[config.mk]
export PLATFORM = sky130hd
export DESIGN_NAME = psa_size_unit
export DESIGN_NICKNAME = d
export VERILOG_FILES = /design/src/hdl/psa_pkg.sv /design/src/hdl/psa_size_unit.sv
export SDC_FILE = /design/constraint.sdc
export NUM_CORES = 1
export LEC_CHECK = 0
export BUFFER_PORTS_ARGS = -buffer_cell sky130_fd_sc_hd__buf_2
export CORE_ASPECT_RATIO = 0.75
export CORE_UTILIZATION = 65
export CTS_BUF_LIST = sky130_fd_sc_hd__clkbuf_16
export DETAILED_ROUTE_END_ITERATION = 10
export GPL_TIMING_DRIVEN = 0
export PLACE_DENSITY = 0.94
export SETUP_SLACK_MARGIN = 0.05
export SYNTH_ARGS = -nofsm -noshare
export SYNTH_HDL_FRONTEND = slang
export SYNTH_SLANG_ARGS = --single-unit
[constraint.sdc]
create_clock -name clock -period 9.5 [get_ports clock]
set_input_delay 1.9 -clock clock [delete_from_list [all_inputs] [get_ports clock]]
set_output_delay 1.9 -clock clock [all_outputs]
set_load 0.01 [all_outputs]
[src/hdl/psa_pkg.sv]
// Shared constants and types for the paged range suballocator.
`timescale 1ns / 1ps
package psa_pkg;

   localparam int PAGE_BYTES              = 2 * 1024 * 1024;
   localparam int SEGMENT_BYTES           = 512;
   localparam int MAX_PAGES               = 8;
   localparam int DEFAULT_MAX_FREE_RANGES = 64;
   localparam int DEFAULT_MAX_PENDING     = 64;

   localparam int AW       = 22;   // byte position inside a page, up to PAGE_BYTES
   localparam int PAGE_W   = 3;
   localparam int OFF_W    = 21;
   localparam int FENCE_W  = 64;
   localparam int REQ_W    = 32;
   localparam int ALIGN_W  = 10;
   localparam int BBYTES_W = 22;

   localparam logic [1:0] MODE_ALLOC  = 2'd0;
   localparam logic [1:0] MODE_FREE   = 2'd1;
   localparam logic [1:0] MODE_RETIRE = 2'd2;
   localparam logic [1:0] MODE_CLEAR  = 2'd3;

   localparam logic [1:0] STAT_OK      = 2'd0;
   localparam logic [1:0] STAT_TOO_BIG = 2'd1;
   localparam logic [1:0] STAT_NO_PAGE = 2'd2;
   localparam logic [1:0] STAT_FULL    = 2'd3;

   typedef struct packed {
      logic [AW-1:0] rng_hi;
      logic [AW-1:0] rng_lo;
   } free_entry_type;

   typedef struct packed {
      logic [FENCE_W-1:0] fence;
      logic [AW-1:0]      rng_hi;
      logic [AW-1:0]      rng_lo;
   } pend_entry_type;

   typedef struct packed {
      logic          done;
      logic          too_big;
      logic [AW-1:0] size;
   } size_result_type;

endpackage

[src/hdl/psa_size_unit.sv]
// Rounds an allocate size to its alignment (bit-serial remainder) and to whole segments.
`timescale 1ns / 1ps
module psa_size_unit (
   input  logic                        clock,
   input  logic                        reset,
   input  logic                        start,
   input  logic [psa_pkg::REQ_W-1:0]   request_bytes,
   input  logic [psa_pkg::ALIGN_W-1:0] align_bytes,
   output psa_pkg::size_result_type    result
);

   localparam int XW = psa_pkg::REQ_W + 1;
   localparam int CW = $clog2(XW + 1);

   typedef enum logic [1:0] {S_IDLE, S_DIV, S_SUB, S_RND} size_state_type;

   size_state_type              state_ff, state_in;
   logic [XW-1:0]               x_ff, x_in;
   logic [XW-1:0]               xs_ff, xs_in;
   logic [psa_pkg::ALIGN_W-1:0] a_ff, a_in;
   logic [psa_pkg::ALIGN_W-1:0] r_ff, r_in;
   logic [CW-1:0]               cnt_ff, cnt_in;
   logic [XW-1:0]               sz1_ff, sz1_in;
   logic                        done_ff, done_in;
   logic                        big_ff, big_in;
   logic [psa_pkg::AW-1:0]      size_ff, size_in;
   logic [psa_pkg::ALIGN_W-1:0] a_eff;
   logic [psa_pkg::ALIGN_W:0]   r_sh;
   logic [XW:0]                 sz2;

   assign a_eff = (align_bytes == '0) ? psa_pkg::ALIGN_W'(1) : align_bytes;
   assign r_sh  = {r_ff, xs_ff[XW-1]};
   assign sz2   = ({1'b0, sz1_ff} + (XW+1)'(psa_pkg::SEGMENT_BYTES - 1))
                  & ~((XW+1)'(psa_pkg::SEGMENT_BYTES - 1));

   always_comb begin
      state_in = state_ff;
      x_in     = x_ff;
      xs_in    = xs_ff;
      a_in     = a_ff;
      r_in     = r_ff;
      cnt_in   = cnt_ff;
      sz1_in   = sz1_ff;
      done_in  = 1'b0;
      big_in   = big_ff;
      size_in  = size_ff;
      case (state_ff)
         S_IDLE: begin
            if (start) begin
               x_in     = XW'(request_bytes) + XW'(a_eff) - XW'(1);
               xs_in    = XW'(request_bytes) + XW'(a_eff) - XW'(1);
               a_in     = a_eff;
               r_in     = '0;
               cnt_in   = CW'(XW);
               state_in = S_DIV;
            end
         end
         S_DIV: begin
            // one quotient bit a cycle; only the remainder is kept
            if (r_sh >= {1'b0, a_ff}) begin
               r_in = psa_pkg::ALIGN_W'(r_sh - {1'b0, a_ff});
            end else begin
               r_in = psa_pkg::ALIGN_W'(r_sh);
            end
            xs_in  = {xs_ff[XW-2:0], 1'b0};
            cnt_in = cnt_ff - CW'(1);
            if (cnt_ff == CW'(1)) begin
               state_in = S_SUB;
            end
         end
         S_SUB: begin
            sz1_in   = x_ff - XW'(r_ff);
            state_in = S_RND;
         end
         S_RND: begin
            big_in   = sz2 > (XW+1)'(psa_pkg::PAGE_BYTES);
            size_in  = sz2[psa_pkg::AW-1:0];
            done_in  = 1'b1;
            state_in = S_IDLE;
         end
         default: state_in = S_IDLE;
      endcase
   end

   always_ff @(posedge clock) begin
      if (reset) begin
         state_ff <= S_IDLE;
         done_ff  <= 1'b0;
      end else begin
         state_ff <= state_in;
         done_ff  <= done_in;
      end
      x_ff    <= x_in;
      xs_ff   <= xs_in;
      a_ff    <= a_in;
      r_ff    <= r_in;
      cnt_ff  <= cnt_in;
      sz1_ff  <= sz1_in;
      big_ff  <= big_in;
      size_ff <= size_in;
   end

   assign result.done    = done_ff;
   assign result.too_big = big_ff;
   assign result.size    = size_ff;

endmodule

==> metrics.yaml <==
outcome:
  status: "completed"
route:
  avgRoutedWirePerCell_um: 17.7
  wirelength_um: 20100
  routed_via_density: 6.04
  vias: 6848
  drtPass1Iterations: 6
  drtAntennaViolNets: 0
  drt_iter0_drc: 627
  drc_errors: 0
min_path:
  hp-class: "flop to flop"
  min_to: "big_ff"
  whs_path_depth: 2
  min-delay-start: "sz1_ff[32]"
grt:
  grt_max_degree: 43
  grtUsageTotal_pct: 30.2
  overflow: 0
  grt_pass1_vias: 6608
  grt_first_pass_wirelength_um: 32500
  grt_antenna_before_repair: 0
timing:
  finClkSkew_ns: 0.00977
  max_slew.worst_pin.slew_ns: 0.928
  setup_tns_ns: 0
  max_freq_ghz: 0.187
  setup_viol: 0
  hold_viol_final: 0
  period_share_pct: 56.2
  period_minus_slack_ns: 5.34
  drv_slew: 0
  grt_setup_unrepaired: "no"
  slew_headroom_pct: 38.2
logic_synthesis:
  ys_ff_latch: 142
  avgSynthCellArea_sq_um: 10.4
  synth_async_sr_flop_share_pct: 0
  synth_commonest_cells: "edfxtp_1, inv_1, nand2_1, ha_1, nor2_1"
  synth_top_area_share_pct: 46.7
  ys.flop_type: "edfxtp_1"
  synth.largest_area_cell: "edfxtp_1"
  synth_area_sq_um: 8930
  yosysUniqueCellTypes: 65
  yosysWarnings: 0
  synth.area.top_cells: "edfxtp_1, ha_1, inv_1"
  synth_most_common_cell: "edfxtp_1"
  synth-edff-count: 139
  synth_cells: 862
  synth-seq-area-share_pct: 47.4
die:
  coreArea_sq_um: 13200
  die_h_um: 104
  dieArea_sq_um: 14200
  rows: 36
  dieWidth_um: 137
  initial_utilization_pct: 67.7
  ioPinCount: 69
clock_network:
  root_buffer: "clkbuf_16"
  postCtsHoldBufs: 0
  h-tree-depth: 4
  clk_latency_ns: 0.43
  tritoncts: "yes"
  clk_pin_slew_ns: 0.06
  post_cts_resized: 0
  cts_buffer_depth: 2
  numCtsBuffers: 17
  cts.sinks: 142
  cts_setup_buffers: 0
critical_path:
  r2r-end: "sz1_ff[31]"
  worstPathMaxFanout: 5
  crit_required_ns: 9.68
  reg2reg_depth: 10
  cp-end-kind: "flop"
  worstSetupPathType: "primary input to flop"
  crit_arrival_ns: 5.52
  r2r_start: "r_ff[9]"
  crit_path_start_kind: "primary input"
  ff2ff_setup_slack_ns: 5.94
layout:
  area_growth_pct: 13.1
  fillers: 875
  multi_input_comb_area_sq_um: 4110
  diodes: 0
  final_nets: 1065
  finalNonFillerCells: 1134
  drive_above_1_share_pct: 14.3
  ff_latch_area_sq_um: 4230
power_and_ir_drop:
  p_leak_nw: 4.21
  peakVddDrop_v: 0.000189
  p_per_area_nw_per_um2: 297
place:
  dpl.hpwl_um: 14700
  dp.cells: 1102
  gp_congestion: 0.931
  portBuffers: 59
job:
  maxCapViolCount: 0
cell type report:
type,instances,area share [%]
inverter,114,4.24
sequential,142,41.9
buffer,41,1.94
tap,171,2.12
clock buffer,17,4.21
multi-input combinational,573,40.7
clock inverter,15,1.54
timing repair buffer,61,3.32
cell families after synthesis:
| logic type | synth area share [%] |
|---|---|
| mux | 3.29 |
| xor+xnor | 7.16 |
| buf+inv | 6.99 |
| fa+ha+maj | 10.1 |
| flops | 47.4 |
| compound gates | 10.9 |
| other cells | 0.0420 |
| simple gates | 14.1 |
registers in the layout (all words and copies together), names as in the netlist:
signal    flops
cnt_ff        6
r_ff         10
a_ff         10
sz1_ff       33
done_ff       1
state_ff      2
x_ff         33
big_ff        1
xs_ff        33
size_ff      13
stage by stage:
step | utilization [%] | setup WS (ns) | power (mW) | hold WS (ns) | area, sq um
floorplan | - | 4.66 | 1.96 | 0.481 | 8960
global placement | 71.8 | 3.91 | 2.21 | 0.491 | 9470
detailed placement | 72.1 | 3.83 | 2.29 | 0.503 | 9510
CTS | 76.5 | 4.28 | 2.98 | 0.516 | 10100
global route | 76.5 | 4.08 | 3.16 | 0.542 | 10100
finish | 76.5 | 4.16 | 3.00 | 0.517 | 10100
power breakdown:
group	total, mW	internal (mW)	switching, mW
Clock	0.666	0.406	0.260
Sequential	1.18	1.05	0.136
Combinational	1.15	0.444	0.705
Total	3.00	1.90	1.10
critical path: stages:
cell       delay, ns
buf_2           0.13
inv_1           0.05
ha_1            0.26
inv_1           0.04
ha_1            0.36
a2111oi_0       0.60
o21ai_0         0.34
a221oi_1        0.86
o221a_2         0.38
o21ai_0         0.13
xor2_1          0.18
mux2_2          0.29
layer usage:
| metal | wire length (um) | vias to the layer above | part of all wire (%) | GRT usage [%] |
|---|---|---|---|---|
| met1 | 8780 | 3210 | 44 | 41.6 |
| met3 | 1590 | 39 | 7.9 | 7.05 |
| met5 | 0 | - | 0 | 0 |
| met2 | 9340 | 351 | 47 | 47.2 |
| li1 | - | 3248 | - | - |
| met4 | 352 | 0 | 1.8 | 9.18 |
layout by cell type, fill, tap and decap left out, types with 9 or more instances in the layout:
master     instances
a211oi_1          10
a21o_1            10
conb_1             9
or3_1             14
a21oi_1           39
nor4_1            18
nand2_1           72
ha_1              66
mux2_2            19
edfxtp_1         139
clkbuf_1          28
nor3_1            23
nor2_1            45
xnor2_1           34
o21ai_0           29
xor2_1            39
buf_4             11
nand4_1           10
clkbuf_16         17
o21a_1            12
nand3_1           12
buf_2             59
inv_1            115
worst max path at each step:
stage,startpoint,slack [ns],cells after the start,endpoint
after floorplan,align_bytes[2],4.66,13,xs_ff[23]
after global placement,align_bytes[5],3.91,12,xs_ff[26]
after detailed placement,align_bytes[5],3.83,12,xs_ff[26]
after CTS,align_bytes[5],4.28,12,xs_ff[26]
after global routing,align_bytes[5],4.08,12,xs_ff[26]
final,align_bytes[5],4.16,12,xs_ff[26]
Note: power is estimated with default switching activity, not from simulation.
